$ cat src/hdl/vmx_pkg.sv
package vmx_pkg;

   localparam int DATA_W    = 32;
   localparam int REG_COUNT = 8;
   localparam int REG_IDX_W = $clog2(REG_COUNT);
   localparam int DIV_STEPS = DATA_W;
   localparam int DIV_CNT_W = $clog2(DIV_STEPS);

   localparam logic [DATA_W-1:0] IMM_MASK = 32'h01ff_ffff;
   localparam logic [DATA_W-1:0] CHAR_MAX = 32'h0000_00ff;

   // Opcodes
   localparam logic [3:0] OP_CMOV      = 4'd0;
   localparam logic [3:0] OP_ARR_INDEX = 4'd1;
   localparam logic [3:0] OP_ARR_AMEND = 4'd2;
   localparam logic [3:0] OP_ADD       = 4'd3;
   localparam logic [3:0] OP_MUL       = 4'd4;
   localparam logic [3:0] OP_DIV       = 4'd5;
   localparam logic [3:0] OP_NAND      = 4'd6;
   localparam logic [3:0] OP_HALT      = 4'd7;
   localparam logic [3:0] OP_ALLOC     = 4'd8;
   localparam logic [3:0] OP_FREE      = 4'd9;
   localparam logic [3:0] OP_OUTPUT    = 4'd10;
   localparam logic [3:0] OP_INPUT     = 4'd11;
   localparam logic [3:0] OP_LOAD_PROG = 4'd12;
   localparam logic [3:0] OP_LOAD_IMM  = 4'd13;

   // Result status codes
   localparam logic [2:0] ST_OK       = 3'd0;
   localparam logic [2:0] ST_HALT     = 3'd1;
   localparam logic [2:0] ST_DIV0     = 3'd2;
   localparam logic [2:0] ST_BADCHAR  = 3'd3;
   localparam logic [2:0] ST_INVALID  = 3'd4;
   localparam logic [2:0] ST_ARRAY    = 3'd5;
   localparam logic [2:0] ST_STOPPED  = 3'd6;

   typedef struct packed {
      logic [31:0] instr_word;
      logic [8:0]  in_char;
   } req_type;

   typedef struct packed {
      logic [2:0]  status;
      logic        out_valid;
      logic [7:0]  out_char;
      logic [31:0] b_value;
      logic [31:0] c_value;
   } rsp_type;

   // Commands from the controller to the datapath
   typedef struct packed {
      logic load;
      logic read;
      logic decode;
      logic mul;
      logic div_step;
      logic finish;
   } cmd_type;

   // Status from the datapath to the controller
   typedef struct packed {
      logic is_mul;
      logic is_div;
      logic div_last;
   } sts_type;

endpackage

$ cat src/hdl/vmx_ctrl.sv
module vmx_ctrl
   import vmx_pkg::*;
(
   input  logic    clock,
   input  logic    reset,
   input  logic    req_valid,
   output logic    req_stall,
   output logic    rsp_valid,
   input  logic    rsp_stall,
   input  sts_type sts,
   output cmd_type cmd
);

   typedef enum logic [2:0] {
      S_IDLE,
      S_READ,
      S_DECODE,
      S_MUL,
      S_DIV,
      S_DONE
   } state_type;

   state_type state_ff, state_in;
   logic      rsp_valid_ff, rsp_valid_in;
   logic      out_free;

   // Result slot can take a new item when empty or being drained
   assign out_free  = !rsp_valid_ff || !rsp_stall;
   assign req_stall = (state_ff != S_IDLE);
   assign rsp_valid = rsp_valid_ff;

   // Sequence one item through read, execute and write-back
   always_comb begin
      state_in     = state_ff;
      cmd          = '0;
      rsp_valid_in = rsp_valid_ff && rsp_stall;
      unique case (state_ff)
         S_IDLE: begin
            if (req_valid) begin
               cmd.load = 1'b1;
               state_in = S_READ;
            end
         end
         S_READ: begin
            cmd.read = 1'b1;
            state_in = S_DECODE;
         end
         S_DECODE: begin
            cmd.decode = 1'b1;
            priority if (sts.is_mul) state_in = S_MUL;
            else if (sts.is_div)     state_in = S_DIV;
            else                     state_in = S_DONE;
         end
         S_MUL: begin
            cmd.mul  = 1'b1;
            state_in = S_DONE;
         end
         S_DIV: begin
            cmd.div_step = 1'b1;
            if (sts.div_last) state_in = S_DONE;
         end
         S_DONE: begin
            if (out_free) begin
               cmd.finish   = 1'b1;
               rsp_valid_in = 1'b1;
               state_in     = S_IDLE;
            end
         end
         default: state_in = S_IDLE;
      endcase
   end

   // Hold state and result valid
   always_ff @(posedge clock) begin
      if (reset) begin
         state_ff     <= S_IDLE;
         rsp_valid_ff <= 1'b0;
      end else begin
         state_ff     <= state_in;
         rsp_valid_ff <= rsp_valid_in;
      end
   end

endmodule

$ cat src/hdl/vmx_dpath.sv
module vmx_dpath
   import vmx_pkg::*;
(
   input  logic    clock,
   input  logic    reset,
   input  req_type req_data,
   output rsp_type rsp_data,
   input  cmd_type cmd,
   output sts_type sts
);

   // Register file storage and its written marks
   logic [DATA_W-1:0]    mem [REG_COUNT];
   logic [REG_COUNT-1:0] rf_vld_ff;

   req_type              instr_ff;
   logic [DATA_W-1:0]    b_data_ff, c_data_ff;
   logic                 b_vld_ff, c_vld_ff;
   logic                 stopped_ff;

   // Pending result of the current item
   logic [2:0]           pend_status_ff, pend_status_in;
   logic                 pend_valid_ff, pend_valid_in;
   logic [7:0]           pend_char_ff, pend_char_in;
   logic [DATA_W-1:0]    pend_b_ff, pend_b_in;
   logic [DATA_W-1:0]    pend_c_ff, pend_c_in;
   logic                 pend_we_ff, pend_we_in;
   logic [REG_IDX_W-1:0] pend_addr_ff, pend_addr_in;
   logic [DATA_W-1:0]    pend_val_ff, pend_val_in;
   logic                 pend_stop_ff, pend_stop_in;

   // Divider state
   logic [DATA_W-1:0]    rem_ff;
   logic [DIV_CNT_W-1:0] cnt_ff;
   logic [DATA_W:0]      rem_sh, trial;
   logic                 q_bit;

   logic [DATA_W-1:0]    vb, vc;
   logic [2*DATA_W-1:0]  prod;
   logic [3:0]           op;
   logic [REG_IDX_W-1:0] ra, rb, rc, rimm;
   rsp_type              rsp_ff;

   assign op   = instr_ff.instr_word[31:28];
   assign ra   = instr_ff.instr_word[8:6];
   assign rb   = instr_ff.instr_word[5:3];
   assign rc   = instr_ff.instr_word[2:0];
   assign rimm = instr_ff.instr_word[27:25];

   // Never-written registers read as zero
   assign vb = b_vld_ff ? b_data_ff : '0;
   assign vc = c_vld_ff ? c_data_ff : '0;

   assign prod = vb * vc;

   // One restoring division step
   assign rem_sh = {rem_ff, pend_val_ff[DATA_W-1]};
   assign trial  = rem_sh - {1'b0, vc};
   assign q_bit  = !trial[DATA_W];

   assign sts.is_mul   = !stopped_ff && (op == OP_MUL);
   assign sts.is_div   = !stopped_ff && (op == OP_DIV) && (vc != '0);
   assign sts.div_last = (cnt_ff == DIV_CNT_W'(DIV_STEPS - 1));

   // Decode the item into its pending result
   always_comb begin
      pend_status_in = ST_OK;
      pend_valid_in  = 1'b0;
      pend_char_in   = '0;
      pend_b_in      = '0;
      pend_c_in      = '0;
      pend_we_in     = 1'b0;
      pend_addr_in   = ra;
      pend_val_in    = '0;
      pend_stop_in   = 1'b0;
      if (stopped_ff) begin
         pend_status_in = ST_STOPPED;
      end else begin
         unique case (op)
            OP_CMOV: begin
               pend_we_in  = (vc != '0);
               pend_val_in = vb;
            end
            OP_ADD: begin
               pend_we_in  = 1'b1;
               pend_val_in = vb + vc;
            end
            OP_MUL: begin
               pend_we_in = 1'b1;
            end
            OP_DIV: begin
               if (vc == '0) begin
                  pend_status_in = ST_DIV0;
                  pend_stop_in   = 1'b1;
               end else begin
                  pend_we_in  = 1'b1;
                  pend_val_in = vb;
               end
            end
            OP_NAND: begin
               pend_we_in  = 1'b1;
               pend_val_in = ~(vb & vc);
            end
            OP_HALT: begin
               pend_status_in = ST_HALT;
               pend_stop_in   = 1'b1;
            end
            OP_OUTPUT: begin
               if (vc > CHAR_MAX) begin
                  pend_status_in = ST_BADCHAR;
                  pend_stop_in   = 1'b1;
               end else begin
                  pend_valid_in = 1'b1;
                  pend_char_in  = vc[7:0];
               end
            end
            OP_INPUT: begin
               pend_we_in   = 1'b1;
               pend_addr_in = rc;
               // End of input and anything above a byte load all ones
               pend_val_in  = instr_ff.in_char[8] ? '1 : DATA_W'(instr_ff.in_char);
            end
            OP_LOAD_IMM: begin
               pend_we_in   = 1'b1;
               pend_addr_in = rimm;
               pend_val_in  = instr_ff.instr_word & IMM_MASK;
            end
            OP_ARR_INDEX, OP_ARR_AMEND, OP_ALLOC, OP_FREE, OP_LOAD_PROG: begin
               pend_status_in = ST_ARRAY;
               pend_b_in      = vb;
               pend_c_in      = vc;
            end
            default: begin
               pend_status_in = ST_INVALID;
               pend_stop_in   = 1'b1;
            end
         endcase
      end
   end

   // Register file: registered reads, write-back at finish
   always_ff @(posedge clock) begin
      if (cmd.finish && pend_we_ff) mem[pend_addr_ff] <= pend_val_ff;
      if (cmd.read) begin
         b_data_ff <= mem[rb];
         c_data_ff <= mem[rc];
      end
   end

   // Payload registers
   always_ff @(posedge clock) begin
      if (cmd.load) instr_ff <= req_data;
      if (cmd.decode) begin
         pend_status_ff <= pend_status_in;
         pend_valid_ff  <= pend_valid_in;
         pend_char_ff   <= pend_char_in;
         pend_b_ff      <= pend_b_in;
         pend_c_ff      <= pend_c_in;
         pend_we_ff     <= pend_we_in;
         pend_addr_ff   <= pend_addr_in;
         pend_val_ff    <= pend_val_in;
         rem_ff         <= '0;
         cnt_ff         <= '0;
      end
      if (cmd.mul) pend_val_ff <= prod[DATA_W-1:0];
      // Shift the quotient into the dividend register
      if (cmd.div_step) begin
         rem_ff      <= q_bit ? trial[DATA_W-1:0] : rem_sh[DATA_W-1:0];
         pend_val_ff <= {pend_val_ff[DATA_W-2:0], q_bit};
         cnt_ff      <= cnt_ff + 1'b1;
      end
      if (cmd.finish) begin
         rsp_ff.status    <= pend_status_ff;
         rsp_ff.out_valid <= pend_valid_ff;
         rsp_ff.out_char  <= pend_char_ff;
         rsp_ff.b_value   <= pend_b_ff;
         rsp_ff.c_value   <= pend_c_ff;
      end
   end

   // Control state: written marks, read marks, stop flag
   always_ff @(posedge clock) begin
      if (reset) begin
         rf_vld_ff    <= '0;
         b_vld_ff     <= 1'b0;
         c_vld_ff     <= 1'b0;
         stopped_ff   <= 1'b0;
         pend_stop_ff <= 1'b0;
      end else begin
         if (cmd.read) begin
            b_vld_ff <= rf_vld_ff[rb];
            c_vld_ff <= rf_vld_ff[rc];
         end
         if (cmd.decode) pend_stop_ff <= pend_stop_in;
         if (cmd.finish) begin
            if (pend_we_ff) rf_vld_ff[pend_addr_ff] <= 1'b1;
            if (pend_stop_ff) stopped_ff <= 1'b1;
         end
      end
   end

   assign rsp_data = rsp_ff;

endmodule

$ cat src/hdl/vm_register_instruction_execute.sv
// Executes one 32-bit instruction word per item against eight 32-bit
// registers and returns one result item per item. Items are taken one at
// a time, each through idle, read, decode and done, with a multiply or
// divide state before done; a single restoring divider retires one
// quotient bit per cycle. Done waits while the previous result is held
// in the output register under rsp_stall. Register reads are registered,
// so each item has a read state before it executes. Halt, divide by zero,
// a bad output character and opcodes 14 and 15 stop the block; every
// later item then returns status stopped and changes nothing until reset.
module vm_register_instruction_execute
   import vmx_pkg::*;
(
   input  logic    clock,
   input  logic    reset,
   input  logic    req_valid,
   output logic    req_stall,
   input  req_type req_data,
   output logic    rsp_valid,
   input  logic    rsp_stall,
   output rsp_type rsp_data
);

   cmd_type cmd;
   sts_type sts;

   vmx_ctrl u_ctrl (
      .clock     (clock),
      .reset     (reset),
      .req_valid (req_valid),
      .req_stall (req_stall),
      .rsp_valid (rsp_valid),
      .rsp_stall (rsp_stall),
      .sts       (sts),
      .cmd       (cmd)
   );

   vmx_dpath u_dpath (
      .clock    (clock),
      .reset    (reset),
      .req_data (req_data),
      .rsp_data (rsp_data),
      .cmd      (cmd),
      .sts      (sts)
   );

endmodule

$ cat config.mk
export PLATFORM = sky130hd
export DESIGN_NAME = vm_register_instruction_execute
export DESIGN_NICKNAME = d
export VERILOG_FILES = /design/src/hdl/vmx_pkg.sv /design/src/hdl/vmx_ctrl.sv /design/src/hdl/vmx_dpath.sv /design/src/hdl/vm_register_instruction_execute.sv
export SDC_FILE = /design/constraint.sdc
export NUM_CORES = 2
export LEC_CHECK = 0
export BUFFER_PORTS_ARGS = -buffer_cell sky130_fd_sc_hd__buf_2
export CAP_MARGIN = 20
export CORE_ASPECT_RATIO = 0.75
export CORE_MARGIN = 8
export CORE_UTILIZATION = 30
export DETAILED_ROUTE_END_ITERATION = 10
export PLACE_DENSITY = 0.48
export SLEW_MARGIN = 20
export SYNTH_ARGS = -nofsm -noshare
export SYNTH_HDL_FRONTEND = slang
export SYNTH_SLANG_ARGS = --single-unit
export TNS_END_PERCENT = 1
$ cat constraint.sdc
create_clock -name clock -period 14.65 [get_ports clock]
set_input_delay 4.395 -clock clock [delete_from_list [all_inputs] [get_ports clock]]
set_output_delay 4.395 -clock clock [all_outputs]
set_load 0.01 [all_outputs]
== Yosys cells after proc, flatten, opt, wreduce, memory -nomap -nowiden ==
Memories as Yosys holds them, arrays and structs flattened. A register that Yosys moved wholly into a read port is not among the register bits.
Cells that the tools add are included.

* Register bits: 282
* Bits in writable memories: 256
* Bits of input ports: 45
* Memories kept: 1

* Add/sub/neg operators: 3
* Multipliers: 1
* Magnitude comparators: 5
* Eq/ne operators: 22
* Mux-type cells: 50
* Bitwise operators: 5
* Reductions and logical operators: 28

{| class="wikitable"
|+ Memory list
! name !! words !! width !! rd ports !! clocked after memory_dff !! write ports !! line !! text
|-
| u_dpath.mem || 8 || 32 || 2 || 2 || 1 || vmx_dpath.sv:13 || <nowiki>logic [DATA_W-1:0] mem [REG_COUNT];</nowiki>
|}

{| class="wikitable"
|+ Operators with widths
! kind !! number
|-
| 32-bit two-way mux || 11
|-
| 32-bit case mux with 6 select lines || 1
|-
| 33-bit by 32-bit subtractor with 33-bit output || 1
|-
| 32-bit adder || 1
|-
| 32-bit bitwise AND || 1
|-
| 32-bit by 8-bit greater-than comparator with 1-bit output (second input constant) || 1
|-
| 32-bit zero test || 1
|-
| 32-bit by 32-bit multiplier with 32-bit output || 1
|-
| 32-bit inverter || 1
|-
| 32-bit nonzero test || 1
|-
| 4-bit == test (second input constant) || 6
|-
| 1-bit two-way mux || 21
|-
| 3-bit case mux with 6 select lines || 1
|-
| 4-bit by 3-bit == test with 1-bit output (second input constant) || 4
|-
| 3-bit two-way mux || 5
|-
| 3-bit case mux with 5 select lines || 1
|-
| 3-bit by 4-bit less-than comparator with 1-bit output (second input constant) || 3
|-
| 11-bit OR reduction || 1
|-
| 5-bit two-way mux || 2
|-
| 5-bit OR reduction || 2
|-
| 4-bit by 2-bit == test with 1-bit output (second input constant) || 2
|-
| 8-bit bitwise OR || 1
|-
| 1-bit binary-select mux with 3-bit select || 2
|-
| 3-bit by 2-bit == test with 1-bit output (second input constant) || 2
|-
| other kinds (25) || 41
|}

== Logic depth before layout (Yosys ltp) ==
* Word-level depth: 8
* Gate-level depth with buffers: 32
* Depth with buffers taken out: 27

== Hierarchy ==
Synthesis repeated with hierarchy kept, for this count alone.

* Cell total of the unflattened synthesis: 3685
* Area total of the unflattened synthesis: 43558.0 µm²

{| class="wikitable"
|+ Modules (own cells, without submodules)
! module !! instances !! cells an instance !! area each (µm²)
|-
| vmx_dpath || 1 || 3654 || 43304.0
|-
| vmx_ctrl || 1 || 31 || 254.0
|}

== Worst setup path before layout ==
OpenSTA, ideal clock, no wires.

* Path type: input -> register
* From: input rsp_stall
* To: memory u_dpath.mem[1][0], enable pin
* Setup time: 463 ps
* Data arrival time: 11139 ps
* Required time: 14187 ps
* Slack: 3048 ps
* Stages on the path: 3
* Buffers on the path: 0
* Cell sequence: a21oi_1 -> nand3_1 -> nor3_1

* Word-level cells in the longest chain between the ends: 7

{| class="wikitable"
|+ Ends and longest elaborated chain
! element !! line !! text
|-
| from (decl) || vm_register_instruction_execute.sv:19 || <nowiki>input logic rsp_stall,</nowiki>
|-
| 1-bit zero test || vmx_ctrl.sv:28 || <nowiki>assign out_free = !rsp_valid_ff || !rsp_stall;</nowiki>
|-
| 1-bit logical OR || vmx_ctrl.sv:28 ||
|-
| 1-bit two-way mux || vmx_ctrl.sv:63 || <nowiki>if (out_free) begin</nowiki>
|-
| 1-bit two-way mux || vmx_ctrl.sv:37 || <nowiki>unique case (state_ff)</nowiki>
|-
| 1-bit logical AND || vmx_dpath.sv:143 || <nowiki>if (cmd.finish && pend_we_ff) mem[pend_addr_ff] <= pend_val_ff;</nowiki>
|-
| 1-bit two-way mux || vmx_dpath.sv:143 ||
|-
| 1-bit two-way mux (implied by the code) || vmx_dpath.sv:143 ||
|-
| to (decl) || vmx_dpath.sv:13 ||
|}

No other way between the ends.

== Final worst setup path ==
* From: register u_dpath.b_vld_ff
* To: register u_dpath.pend_val_ff[31], data pin

* Word-level cells in the longest chain between the ends: 8

{| class="wikitable"
|+ Ends and longest elaborated chain
! element !! line !! text
|-
| from (decl) || vmx_dpath.sv:18 || <nowiki>logic b_vld_ff, c_vld_ff;</nowiki>
|-
| from (signal assigned) || vmx_dpath.sv:191 || <nowiki>b_vld_ff <= rf_vld_ff[rb];</nowiki>
|-
| 32-bit two-way mux (*) || vmx_dpath.sv:51 || <nowiki>assign vb = b_vld_ff ? b_data_ff : '0;</nowiki>
|-
| parallel branches: the longest is 5 deep, another holds 32-bit by 32-bit multiplier with 32-bit output || - ||
|-
| 32-bit two-way mux (*) || vmx_dpath.sv:165 || <nowiki>if (cmd.mul) pend_val_ff <= prod[DATA_W-1:0];</nowiki>
|-
| 32-bit two-way mux (*) || vmx_dpath.sv:167 || <nowiki>if (cmd.div_step) begin</nowiki>
|-
| to (signal assigned) || vmx_dpath.sv:161 || <nowiki>pend_val_ff <= pend_val_in;</nowiki>
|-
| to (signal assigned) || vmx_dpath.sv:165 ||
|-
| to (signal assigned) || vmx_dpath.sv:169 || <nowiki>pend_val_ff <= {pend_val_ff[DATA_W-2:0], q_bit};</nowiki>
|-
| to (decl) || vmx_dpath.sv:29 || <nowiki>logic [DATA_W-1:0] pend_val_ff, pend_val_in;</nowiki>
|}

Mark *: on every way between the ends. The select of a mux whose other input is x is not followed.
A chain may end at the register's enable or synchronous reset.

==> summary.txt <==
Outcome
  • Outcome: finished, final reports clean

Drt
  • Post-route DRC violation count: 0
  • Remaining antenna violation count: 0
  • Final WL: 157800 um
  • DR vias: around 30000
  • Vias per inst: 5.325
  • DRT Pass-1 Iters: 5
  • DRT iter0 DRCs: approximately 3500
  • Avg WL per Cell: between 20 and 30 um

Timing
  • Achievable Freq: 0.1014 GHz
  • Relative slew slack: 0.1502
  • Fin worst setup slack: 4.788 ns
  • Final period util: 0.6732
  • Actual slew at the worst max-slew pin: roughly 1.2 ns
  • Fin Setup TNS: 0 ns
  • RSZ-0062 raised after global routing: no
  • Final setup fails: 0
  • Tmin final: between 9 and 10 ns
  • Worst Skew: just under 0.06 ns
  • Final count of pins violating max slew: 0
  • Hold_ws: 0.4021 ns
  • Final Hold Vio Count: 0

GRT
  • GR Util met3: 0.05553
  • Total track usage: 0.1997
  • First-pass GRT wire length: between 200000 and 250000 um
  • Total gr overflow: 0
  • Number of global-route vias before repair: 30763
  • Initial antenna violation count: 5
  • Met1 Use GR: 0.2950
  • GR Layer Usage met2: 0.2811
  • Top Usage Layer GRT: met1
  • Largest net degree at the start of global routing: 65

Clocking
  • CTS tree: done
  • CTS Buffer Depth: 3
  • Post CTS Setup Buffer Count: 0
  • Cts repair resizes: 0
  • H-tree levels: 3
  • CTS Root Cell: clkbuf_16
  • CTS clock-pin slew for the worst setup and hold paths: about 0.06 ns
  • Clk sinks: 602
  • Clock Latency Late Sink: 0.70 ns
  • Total CTS buffers: just under 70
  • Cts hold-fix bufs: 0

Die
  • Starting density of the core: 0.3028
  • Placement Rows: 120
  • IO Pins: 123
  • Die Ht: 345.0 um
  • Placeable Area: 142900 um^2
  • DIE WIDTH: 454.6 um
  • Total die area: 156800 um^2

Place
  • DP Area: about 46000 um^2
  • # port buffers: about 120
  • Dpl cells: 5597
  • DP Worst Slack: 4.926 ns
  • GPL Wtd Cong: a little under 1
  • Dpl hpwl: about 110000 um

Yosys
  • Average size of a mapped cell: 11.80 um^2
  • YS warnings: 0
  • Post-synth EDFFs: 586
  • Sequential element share of the synthesized area: 0.4139
  • Cell count after synthesis: 3670
  • Synth Cell Area: 43290 um^2
  • Yosys top cell by area: edfxtp_1
  • Syn Nets: about 4300
  • Ys flop type: edfxtp_1
  • Fraction of registers with async set/reset: 0
  • Top post-synthesis cells by area: edfxtp_1 41%, fa_1 19%, mux4_2 6.9%, ha_1 5.5%, nor2_1 4.7%
  • Yosys reg bits: 602
  • Area share of the largest cell type after synthesis: 0.4065
  • Netlist cell types: 74

Layout
  • Share of layout cells above drive strength 1: 0.1465
  • Commonest non-fill, non-tap cell in the layout: edfxtp_1
  • Nets@finish: 4420
  • Layout Cells excl Fill: ~5700
  • Area Overhead vs Synth: 12.36%
  • Most frequent cells in the layout: 586 x edfxtp_1, 539 x nor2_1, 451 x inv_1
  • Final Cell Area: 48640 um^2

Worst setup path
  • Critical Path AT: 10.30 ns
  • Worst EP required: 15.08 ns
  • Critical Path End Type: register
  • Setup CP Type: register to register
  • CP Max Fanout: 45
  • R2r setup slk: 4.79 ns
  • CP Launch Type: register

Power
  • Pleak: between 15 and 20 nW
  • Power Density: between 90 and 100 nW/um^2
  • Worst vdd ir: 0.06477 mV

Hold path
  • Hold crit path type: register to register

Run
  • Max-cap viol count: 0
## critical path, cell delays in order (launching register included)
cell	delay [ns]
dfxtp_2	0.31
buf_4	0.44
nand2_1	0.78
inv_1	0.81
ha_1	0.39
inv_1	0.11
fa_1	0.45
inv_1	0.09
fa_1	0.43
fa_1	0.52
inv_1	0.05
fa_1	0.47
inv_1	0.05
fa_1	0.49
fa_1	0.46
fa_1	0.55
fa_1	0.43
ha_1	0.40
a21oi_1	0.15
o21ai_0	0.14
a311o_1	0.41
a221o_1	0.30
a221oi_1	0.37
buf_4	0.27
o21ai_0	0.16
xnor2_1	0.18
nor2_1	0.05
o31a_1	0.30
## Yosys cell counts, types with 10 or more instances
library cell and n:
nand3_1 38, mux2_2 66, and3_1 19, clkbuf_1 133
a211oi_1 17, o221ai_1 15, nand4_1 21, o211ai_1 24
nor3_1 29, a221oi_1 30, o21bai_1 10, nand2_1 312
nor4_1 13, fa_1 410, nor2_1 545, xor2_1 25
o31ai_1 19, o21a_1 24, xnor2_1 73, o21ai_0 98
dfxtp_1 16, xnor3_1 11, edfxtp_1 586, mux2i_1 13
buf_2 17, buf_1 19, a21oi_1 123, inv_1 452
a21o_1 25, mux4_2 132, clkinv_1 23, ha_1 189
a31oi_1 12
## final cells by class
class	instances	area [um^2]
fillers	14313	94300
clock inverters	39	469.2
clock buffers	85	1827
multi-input cells	2419	23000
inverters	475	1785
flip-flops and latches	602	17920
diodes	1	2.502
well taps	1891	2366
repair buffers	210	1271
## worst paths after layout
| kind | start | to | depth (start not counted) |
|---|---|---|---|
| setup / recovery | u_dpath.b_vld_ff | u_dpath.pend_val_ff[31] | 27 |
| hold / removal | u_dpath.pend_b_ff[28] | u_dpath.rsp_data[60] | 0 |
| setup reg to reg | u_dpath.b_vld_ff | u_dpath.pend_val_ff[31] | 27 |
| hold reg to reg | u_dpath.pend_b_ff[28] | u_dpath.rsp_data[60] | 0 |
## power by group
group          switching, mW  internal [mW]
combinational          0.440          0.209
clock                  0.791          0.982
sequential            0.0569           1.95
## state kept, by name, indices dropped and copies added (netlist names), 32 cells and up
signal	cells
u_dpath.rsp_data	76
u_dpath.pend_c_ff	32
u_dpath.rem_ff	32
u_dpath.c_data_ff	32
u_dpath.pend_val_ff	32
u_dpath.mem	256
u_dpath.instr_ff	41
u_dpath.pend_b_ff	32
u_dpath.b_data_ff	32
## per-stage QoR
stage | power (mW) | utilization
after floorplan | 2.416 | -
after global placement | 2.685 | 0.3242
after detailed placement | 2.683 | 0.3242
after CTS | 4.475 | 0.3402
after global routing | 4.583 | 0.3403
final | 4.434 | 0.3403
## routing by layer
layer  share of wire  vias to the layer above  wire [um]
li1                -                    12884          -
met1            0.45                    15638      71510
met2            0.41                     1671      63990
met3            0.11                      276      16820
met4           0.034                        0       5438
met5               0                        -          0
## logic make-up after synthesis
| family | Yosys count | share of synthesized area |
|---|---|---|
| and+or+nand+nor | 1040 | 0.09992 |
| adders and majority gates | 599 | 0.2442 |
| AOI/OAI and AO/OA | 460 | 0.06966 |
| muxes | 211 | 0.08885 |
| DFF | 602 | 0.4139 |
| buffers and inverters | 649 | 0.05787 |
| xor gates and xnor gates | 109 | 0.02555 |
(Power assumes the default switching activity.)
